**src/hdl/lddt_pkg.sv**
```systemverilog
// ----------------------------------------------------------------------------
// lddt_pkg: shared types and constants for the load distribution table
// Sizes, action and status codes, controller states and the command and
// status bundles that pass between the controller and the datapath.
// ----------------------------------------------------------------------------
package lddt_pkg;

	// Table geometry
	localparam int NUM_LISTS   = 8;
	localparam int MAX_ENTRIES = 16;
	localparam int LIST_W      = $clog2(NUM_LISTS);
	localparam int SLOT_W      = $clog2(MAX_ENTRIES);
	localparam int ADDR_W      = LIST_W + SLOT_W;
	localparam int NUM_SLOTS   = NUM_LISTS * MAX_ENTRIES;
	localparam int CNT_W       = $clog2(MAX_ENTRIES + 1);

	// Field widths
	localparam int ID_W   = 16;
	localparam int LOAD_W = 16;
	localparam int TOT_W  = 20;
	localparam int CFG_W  = 4;
	localparam int ENT_W  = ID_W + LOAD_W;

	// Lists in use after reset
	localparam logic [CFG_W-1:0] CFG_RESET = CFG_W'(NUM_LISTS);

	typedef enum logic [1:0] {
		ACT_INSERT,
		ACT_APPEND,
		ACT_REMOVE,
		ACT_CLEAR
	} action_t;

	typedef enum logic [2:0] {
		ST_OK,
		ST_FULL,
		ST_BADPOS,
		ST_EMPTY,
		ST_BADLIST
	} status_t;

	typedef enum logic [3:0] {
		S_IDLE,
		S_CHECK,
		S_SHIFT,
		S_SHIFT_LAST,
		S_WRITE,
		S_REM_RD,
		S_REM_UPD,
		S_SCAN,
		S_DONE
	} state_t;

	// Controller to datapath
	typedef struct packed {
		logic capture;
		logic check;
		logic ptr_load;
		logic shift_rd;
		logic new_wr;
		logic rem_rd;
		logic rem_upd;
		logic clear;
		logic scan_step;
		logic out_load;
	} cmd_t;

	// Datapath to controller
	typedef struct packed {
		status_t code;
		action_t act;
		logic    needs_shift;
		logic    at_pos;
		logic    scan_last;
		logic    out_busy;
	} sts_t;

endpackage

```
**src/hdl/lddt_ctrl.sv**
```systemverilog
// ----------------------------------------------------------------------------
// lddt_ctrl: sequencer for the load distribution table
// Steps one beat through check, entry shift or update, and the scan of
// the list totals, then hands the result to the output register.
// ----------------------------------------------------------------------------
module lddt_ctrl import lddt_pkg::*; (
	input  logic clk,
	input  logic arst_n,
	input  logic in_valid,
	output logic in_ready,
	input  sts_t sts,
	output cmd_t cmd
);

	state_t state_q, state_d;

	// State register
	always_ff @(posedge clk or negedge arst_n) begin
		if (!arst_n) begin
			state_q <= S_IDLE;
		end else begin
			state_q <= state_d;
		end
	end

	// Next state and commands
	always_comb begin
		state_d  = state_q;
		cmd      = '0;
		in_ready = 1'b0;
		unique case (state_q)
			S_IDLE: begin
				in_ready = 1'b1;
				if (in_valid) begin
					cmd.capture = 1'b1;
					state_d     = S_CHECK;
				end
			end
			S_CHECK: begin
				cmd.check = 1'b1;
				if (sts.code != ST_OK) begin
					state_d = S_SCAN;
				end else begin
					unique case (sts.act)
						ACT_INSERT: begin
							if (sts.needs_shift) begin
								cmd.ptr_load = 1'b1;
								state_d      = S_SHIFT;
							end else begin
								state_d = S_WRITE;
							end
						end
						ACT_APPEND: state_d = S_WRITE;
						ACT_REMOVE: state_d = S_REM_RD;
						ACT_CLEAR: begin
							cmd.clear = 1'b1;
							state_d   = S_SCAN;
						end
					endcase
				end
			end
			// one entry read per cycle, written one slot up the next cycle
			S_SHIFT: begin
				cmd.shift_rd = 1'b1;
				if (sts.at_pos) begin
					state_d = S_SHIFT_LAST;
				end
			end
			S_SHIFT_LAST: state_d = S_WRITE;
			S_WRITE: begin
				cmd.new_wr = 1'b1;
				state_d    = S_SCAN;
			end
			S_REM_RD: begin
				cmd.rem_rd = 1'b1;
				state_d    = S_REM_UPD;
			end
			S_REM_UPD: begin
				cmd.rem_upd = 1'b1;
				state_d     = S_SCAN;
			end
			S_SCAN: begin
				cmd.scan_step = 1'b1;
				if (sts.scan_last) begin
					state_d = S_DONE;
				end
			end
			S_DONE: begin
				if (!sts.out_busy) begin
					cmd.out_load = 1'b1;
					state_d      = S_IDLE;
				end
			end
			default: state_d = S_IDLE;
		endcase
	end

endmodule

```
**config.mk**
```make
export PLATFORM = sky130hd
export DESIGN_NAME = lddt_ctrl
export DESIGN_NICKNAME = d
export VERILOG_FILES = /design/src/hdl/lddt_pkg.sv /design/src/hdl/lddt_ctrl.sv
export SDC_FILE = /design/constraint.sdc
export NUM_CORES = 1
export LEC_CHECK = 0
export BUFFER_PORTS_ARGS = -buffer_cell sky130_fd_sc_hd__buf_2
export CORE_AREA = 2 2 39 41
export CTS_BUF_LIST = sky130_fd_sc_hd__clkbuf_2 sky130_fd_sc_hd__clkbuf_4 sky130_fd_sc_hd__clkbuf_8
export DETAILED_ROUTE_END_ITERATION = 8
export DIE_AREA = 0 0 41 43
export PLACE_DENSITY = 0.49
export SKIP_CTS_REPAIR_TIMING = 1
export SLEW_MARGIN = 20
export SYNTH_ARGS = -nofsm -noshare
export SYNTH_HDL_FRONTEND = slang
export SYNTH_SLANG_ARGS = --single-unit
```
**constraint.sdc**
```tcl
create_clock -name clk -period 2.45 [get_ports clk]
set_clock_uncertainty 0.05 [all_clocks]
set_input_delay 0.245 -clock clk [delete_from_list [all_inputs] [get_ports clk]]
set_output_delay 0.245 -clock clk [all_outputs]
set_load 0.1 [all_outputs]
```
==> results of run 1 <==
layout by cell type (no fill, tap or decap), types with 2 or more instances in the layout:
master    synthesis  final
buf_2             0     22
nand2_1           7      6
nor2_1            6      4
dfrtp_1           4      4
nor3_1            4      3
clkbuf_4          0      3
nor2_4            0      2
path summary, 6_finish.rpt:
check                           start    endpoint  slack, ns
min in group asynchronous      arst_n  state_q[0]       0.29
min reg2reg                state_q[3]  state_q[1]       0.63
min                            sts[1]  state_q[0]       0.22
max reg2reg                state_q[1]  state_q[0]       1.04
max                        state_q[1]      cmd[7]       0.29
max in group asynchronous      arst_n  state_q[3]       1.95
worst register-to-register path, delay by kind of cell, from the launching register on:
kind	cells	cell delay [ns]
multiplexers	1	0.15
AO/OA/AOI/OAI	2	0.45
flip-flops	1	0.66
area by class of cell:
class                   count  area, sq um
clock buffers               3         22.5
fillers                   142          843
inverters                   1         3.75
multi-input cells          35          274
flip-flops and latches      4          100
well taps                  16         20.0
repair buffers             23          120
logic make-up after synthesis:
family                 Yosys count  share of synthesized area (%)
AND/OR/NAND/NOR                 28                           49.1
AO/OA/AOI/OAI                    6                           13.8
flip-flops                       4                           29.7
buffers and inverters            4                           4.46
multiplexers                     1                           2.97
Yosys cell counts:
library cell  count  area share [%]
nand2_1           7             7.8
nor2_1            6             6.7
dfrtp_1           4              30
nor3_1            4             5.9
clkbuf_1          3             3.3
nor4_1            2             3.7
a211o_1           1             2.6
a21oi_1           1             1.5
a311o_1           1             3.0
a31oi_1           1             1.9
and2_1            1             1.9
and4b_1           1             3.0
inv_1             1             1.1
mux2i_1           1             3.0
nand2b_1          1             1.9
nand4b_1          1             2.6
nor4b_1           1             2.6
nor4b_2           1             4.5
nor4bb_1          1             3.0
o31ai_1           1             2.2
o32ai_1           1             2.6
or3b_4            1             3.3
or4_1             1             2.2
per-layer routing:
layer,track usage [%],part of all wire (%),vias up
li1,-,-,209
met1,15.9,44,168
met2,19.7,49,19
met3,4.71,6.4,0
met4,8.00,0,0
met5,0,0,-
stage by stage:
step,std cells,area (sq um),hold WS (ns)
2_1_floorplan,43,400,-0.101
3_3_place_gp,78,508,0.00196
6_report,82,541,0.221
5_1_grt,82,541,0.228
3_5_place_dp,78,508,0.000913
4_1_cts,81,531,-0.247
==> metrics, run 1 <==
status=finished clean; global route overflow=0; startpoint types=register; worst path arrival time=1.86 ns; register bit total from synthesis=4; Num Clock Sinks=4; Crit. path cell count=4; initial antenna violation count=0; CTS tree=built; CP Data Required Time=2.15 ns; vias in the first global route=357; Largest regs=state_q: 4 flops; synthesized area per cell=7.83 sq um; CORE AREA=1380 sq um; dpl ws=0.516 ns; GRT Total Usage=13.4%; htree depth=1; mapped cell area=337 sq um; Worst path slowest cell=dfrtp_1; Worst Tran Pin Value=0.522 ns; minimum clock period=2.16 ns; 1st-pass router iterations=5; sequential element share of the synthesized area=29.7%; crit-path cells=nor4b_4 > nand2_2 > nor2_4 > buf_2; Via density=4.83; Setup-failing EPs final=0; root buffer cell=clkbuf_4; worst setup slack after layout=0.293 ns; Post-Route WL=915 microns; area grow syn2layout=60.6%; syn nets=55; num ports=23; Hold Path Depth=2; Worst R2R Path Depth=3; drt wl/cell=11.2 microns; Layout Utilization=39.1%; Final Wtd Congestion=0.692; first-pass GRT wire length=1540 microns; period utilization=88.0%; Final Hold Viols=0; layout cells sized above 1=50.0%; Total Neg Setup Slack=0 ns; First DRT Iteration DRCs=8; ant diodes=0; # rows=14; # port buffers=22; Yosys cell types=23; Largest register FFs=4; CP endpoint kind=output pin; clock slew at reported path FFs=0.04 ns; routed vias=396; Top reg by flops=state_q; CTS buffer count=3; CP top delay family=simple AND/OR/NAND/NOR gates; CP Max Fanout=13; max-slew violations=0; DIE WIDTH=41 microns; worst min-delay path category=in -> reg; Die ar.=1760 sq um; max incr delay on CP=0.55 ns; final net count=80; Ys Warns=0; Achievable Freq=0.464 GHz; Die Y-Extent=43 microns; Worst-Skew Late Latency=0.23 ns; Max Buffers Root-to-Sink=2; WS Path Type=reg -> out; pin count of the biggest net entering global routing=14; drc violations=0; dpl hpwl=750 microns; Post-Synthesis Cells=43; Worst slew margin=65.2%; MaxCap Viol Count=0; unrepaired setup endpoints after global routing=false; buffers plus inverters on the worst setup path=1; DRT antenna net count=0; starting density of the core=24.3%
Power of run 1 is left out: the tool's default activity adds up to more than one toggle a clock period on the data nets, which glitch-free logic cannot reach.
==> run 2: changes to the inputs <==
ABC_AREA = 1   (was unset)
PLACE_DENSITY = 0.53   (was 0.49)
clock period = 2.7 ns   (was 2.45 ns; I/O delays follow)
==> metrics, run 2 <==
status=finished clean; CP Data Required Time=2.38 ns; root buffer cell=clkbuf_4; starting density of the core=27.8%; Die Y-Extent=43 microns; Final Hold Viols=0; CTS tree=built; startpoint types=register; top cell type's share of synthesized area=26.0%; final net count=106; FILL cells=164; htree depth=1; Post-Synthesis Cells=66; WS Path Type=reg -> out; commonest non-fill, non-tap cell in the layout=buf_2; # port buffers=22; CP Max Fanout=7; vias in the first global route=392; top_reg_cell synth=dfrtp_1; Post-Route WL=899 microns; Num Clock Sinks=4; Largest register FFs=4; cell taking the most area after synthesis=dfrtp_1; First DRT Iteration DRCs=6; most common cell in the synthesized netlist=nand2_1; clock slew at reported path FFs=0.04 ns; initial antenna violation count=0; most frequent cells in the layout=22 x buf_2, 16 x nand2_1, 14 x inv_1; unrepaired setup endpoints after global routing=false; register bit total from synthesis=4; Die ar.=1760 sq um; Seq. cell area=100 sq um; commonest cells in the netlist=16 x nand2_1, 14 x inv_1, 9 x nand3_1, 8 x nor2_1; drc violations=0; num ports=23; GRT Total Usage=11.6%; DRT antenna net count=0; ranking of synthesized cells by area=dfrtp_1 26%, nand2_1 16%, inv_1 14%; buffers plus inverters on the worst setup path=2; crit-path cells=inv_1 > nand2_1 > nor2_4 > nand3_1 > nor3_2 > buf_2; Multi-input gate area=240 sq um; Final Wtd Congestion=0.715; DIE WIDTH=41 microns; Worst path slowest cell=dfrtp_1; sequential element share of the synthesized area=26.0%; Setup-failing EPs final=0; Max Buffers Root-to-Sink=2; Via density=4.48; area grow syn2layout=44.2%; Worst Tran Pin Value=0.488 ns; max-slew violations=0; synthesized area per cell=5.84 sq um; 1st-pass router iterations=4; CP endpoint kind=output pin; EDFF count, synth=0; CORE AREA=1380 sq um; ant diodes=0; Yosys cell types=11; mapped cell area=385 sq um; # rows=14; Async SR Flop Fraction=100%; Worst slew margin=67.7%; layout cells sized above 1=35.9%; Top reg by flops=state_q; worst min-delay path category=in -> reg; routed vias=484; drt wl/cell=8.32 microns; CTS buffer count=3; Worst-Skew Late Latency=0.23 ns; MaxCap Viol Count=0; pin count of the biggest net entering global routing=8; CP top delay family=buffers and inverters; first-pass GRT wire length=1410 microns; Largest regs=state_q: 4 flops; Ys Warns=0; worst path arrival time=1.72 ns; Achievable Freq=0.490 GHz; max incr delay on CP=0.44 ns; minimum clock period=2.04 ns; dpl hpwl=788 microns; global route overflow=0; final hold slack=0.264 ns; syn nets=78; period utilization=75.6%
-- run 2: cell types whose count changed in the layout (fill, tap and decap cells not counted), moves of 3 or more --
cell,previous run,this run
nand4_1,0,4
inv_1,1,14
nand3_1,0,9
nand2_1,6,16
nor2_1,4,7
-- run 2: final timing paths --
path | to | start | cells past startpoint | slack [ns]
worst min-delay path | state_q[0] | sts[1] | 4 | 0.26
worst max-delay path | cmd[7] | state_q[1] | 6 | 0.66
min in group asynchronous | state_q[1] | arst_n | 2 | 0.33
max in group asynchronous | state_q[2] | arst_n | 2 | 2.16
worst max register to register | state_q[0] | state_q[0] | 6 | 1.43
worst min register to register | state_q[3] | state_q[3] | 2 | 0.57
-- run 2: per-layer routing --
layer | track usage, % | part of all wire, % | up-vias
met4 | 8.00 | 2.8 | 0
met2 | 16.9 | 47 | 12
met3 | 1.57 | 4.0 | 4
li1 | - | - | 261
met5 | 0 | 0 | -
met1 | 15.1 | 46 | 207
-- run 2: logic make-up after synthesis --
family,Yosys count,share of synthesized area (%)
and+or+nand+nor,46,57.8
buffers and inverters,14,13.6
DFF,4,26.0
AOI/OAI and AO/OA,2,2.60
-- run 2: worst register-to-register path, cell delays in order (launching register included) --
cell and delay, ns:
dfrtp_1 0.44, nor2_1 0.24, nand4_1 0.15, nand2_1 0.11
nor2_2 0.05, nand2_1 0.06, nand2_1 0.04
-- run 2: cell type report --
cell class	instances	share of cell area [%]
multi-input combinational	48	43.2
timing repair buffer	23	21.6
inverter	14	9.46
sequential	4	18.0
clock buffer	3	4.05
tap	16	3.60
-- run 2: stage by stage --
stage / worst slack (ns) / utilization (%) / cell area, sq um / std cells / setup TNS, ns
2_1_floorplan: -0.244 / - / 393 / 66 / -0.688
3_3_place_gp: 0.950 / 37.8 / 523 / 104 / 0
3_5_place_dp: 0.897 / 37.8 / 523 / 104 / 0
4_1_cts: 0.647 / 39.4 / 546 / 107 / 0
5_1_grt: 0.548 / 40.1 / 556 / 108 / 0
6_report: 0.659 / 40.1 / 556 / 108 / 0
Power of run 2 is left out for the same reason.
==> run 3: changes to the inputs <==
PLACE_DENSITY = 0.55   (was 0.53)
clock period = 1.8 ns   (was 2.7 ns; I/O delays follow)
==> metrics, run 3 (synthesis gave the netlist of run 2 again) <==
drt wl/cell=9.27 microns; unrepaired setup endpoints after global routing=false; CTS tree=built; CTS buffer count=3; minimum clock period=1.72 ns; First DRT Iteration DRCs=6; Final Hold Viols=0; commonest non-fill, non-tap cell in the layout=buf_2; # rows=14; R2R Path End=state_q[1]; Total Neg Setup Slack=0 ns; Reg2Reg Launch Point=state_q[0]; global route overflow=0; final net count=107; GRT Total Usage=12.3%; status=finished clean; endpoint of the worst hold-timing path=state_q[0]; first-pass GRT wire length=1540 microns; Worst path slowest cell=dfrtp_2; CP Data Required Time=1.57 ns; root buffer cell=clkbuf_4; MaxCap Viol Count=0; DRT antenna net count=0; CORE AREA=1380 sq um; pin count of the biggest net entering global routing=8; Num Clock Sinks=4; DIE WIDTH=41 microns; Post-Route WL=1020 microns; Achievable Freq=0.581 GHz; Max Buffers Root-to-Sink=2; Worst R2R Path Depth=6; WS Path Type=reg -> out; Largest regs=state_q: 4 flops; Die ar.=1760 sq um; CP Max Fanout=6; Worst slew margin=67.9%; vias in the first global route=406; starting density of the core=27.8%; buffers plus inverters on the worst setup path=2; Hold Path Depth=4; htree depth=1; ant diodes=0; layout cells sized above 1=50.0%; most frequent cells in the layout=16 x buf_2, 14 x nand2_1, 11 x inv_1; startpoint types=register; dpl hpwl=860 microns; period utilization=95.7%; Final Wtd Congestion=0.728; Die Y-Extent=43 microns; max-slew violations=0; crit-path cells=inv_2 > nand2_2 > nor2_4 > nand3_4 > nor3_4 > buf_12; CP endpoint kind=output pin; Top reg by flops=state_q; Worst Tran Pin Value=0.485 ns; worst min-delay path startpoint=sts[1]; initial antenna violation count=0; Setup-failing EPs final=0; worst path arrival time=1.49 ns; Largest register FFs=4; # port buffers=22; area grow syn2layout=83.4%; 1st-pass router iterations=5; Worst-Skew Late Latency=0.23 ns; CP top delay family=simple AND/OR/NAND/NOR gates; num ports=23; r2r setup slk=0.50 ns; worst min-delay path category=in -> reg; max incr delay on CP=0.45 ns; clock slew at reported path FFs=0.04 ns; drc violations=0; Via density=4.49; routed vias=494
[run 3: changes by cell type in the layout (fill, tap and decap cells not counted), moves of 3 or more]
cell    delta
buf_12     +6
buf_2      -6
inv_2      +3
inv_1      -3
[run 3: metrics by stage]
step | std cells | hold slack (ns) | utilization (%) | setup WS, ns | cell area (sq um)
final | 110 | 0.169 | 51.1 | 0.0774 | 707
after global placement | 104 | -0.0627 | 47.6 | 0.281 | 658
after floorplan | 66 | -0.166 | - | -0.559 | 438
after detailed placement | 104 | -0.0599 | 47.6 | 0.262 | 658
after CTS | 108 | -0.311 | 49.7 | 0.00968 | 688
after global routing | 110 | 0.191 | 51.1 | 0.00345 | 707
[run 3: how the worst max path moves through the flow]
stage / startpoint / endpoint / slack, ns / cells past startpoint
CTS: state_q[1] / cmd[7] / 0.01 / 6
global route: state_q[1] / cmd[7] / 0.003 / 6
detailed placement: state_q[0] / cmd[7] / 0.26 / 5
finish: state_q[1] / cmd[7] / 0.08 / 6
floorplan: state_q[1] / cmd[7] / -0.56 / 5
global placement: state_q[0] / cmd[7] / 0.28 / 5
[run 3: worst register-to-register path, cell delays in order (launching register included)]
cell	delay, ns
dfrtp_2	0.46
nor2_1	0.23
nand4_1	0.18
nand2_1	0.12
nor2_2	0.05
nand2_1	0.06
nand2_1	0.05
[run 3: layer usage]
layer / GRT usage [%] / part of all wire, % / vias to the layer above / routed length (microns)
li1: - / - / 262 / -
met2: 18.8 / 46 / 13 / 465
met5: 0 / 0 / - / 0
met4: 0 / 0 / 0 / 0
met3: 4.71 / 5.3 / 0 / 54
met1: 17.3 / 49 / 219 / 500
[run 3: final cells by class]
class	count	area [sq um]
clock buffers	4	30.0
well taps	16	20.0
multi-input cells	48	284
inverters	14	52.6
fillers	142	677
flip-flops and latches	4	103
repair buffers	24	218
Power of run 3 is left out for the same reason.
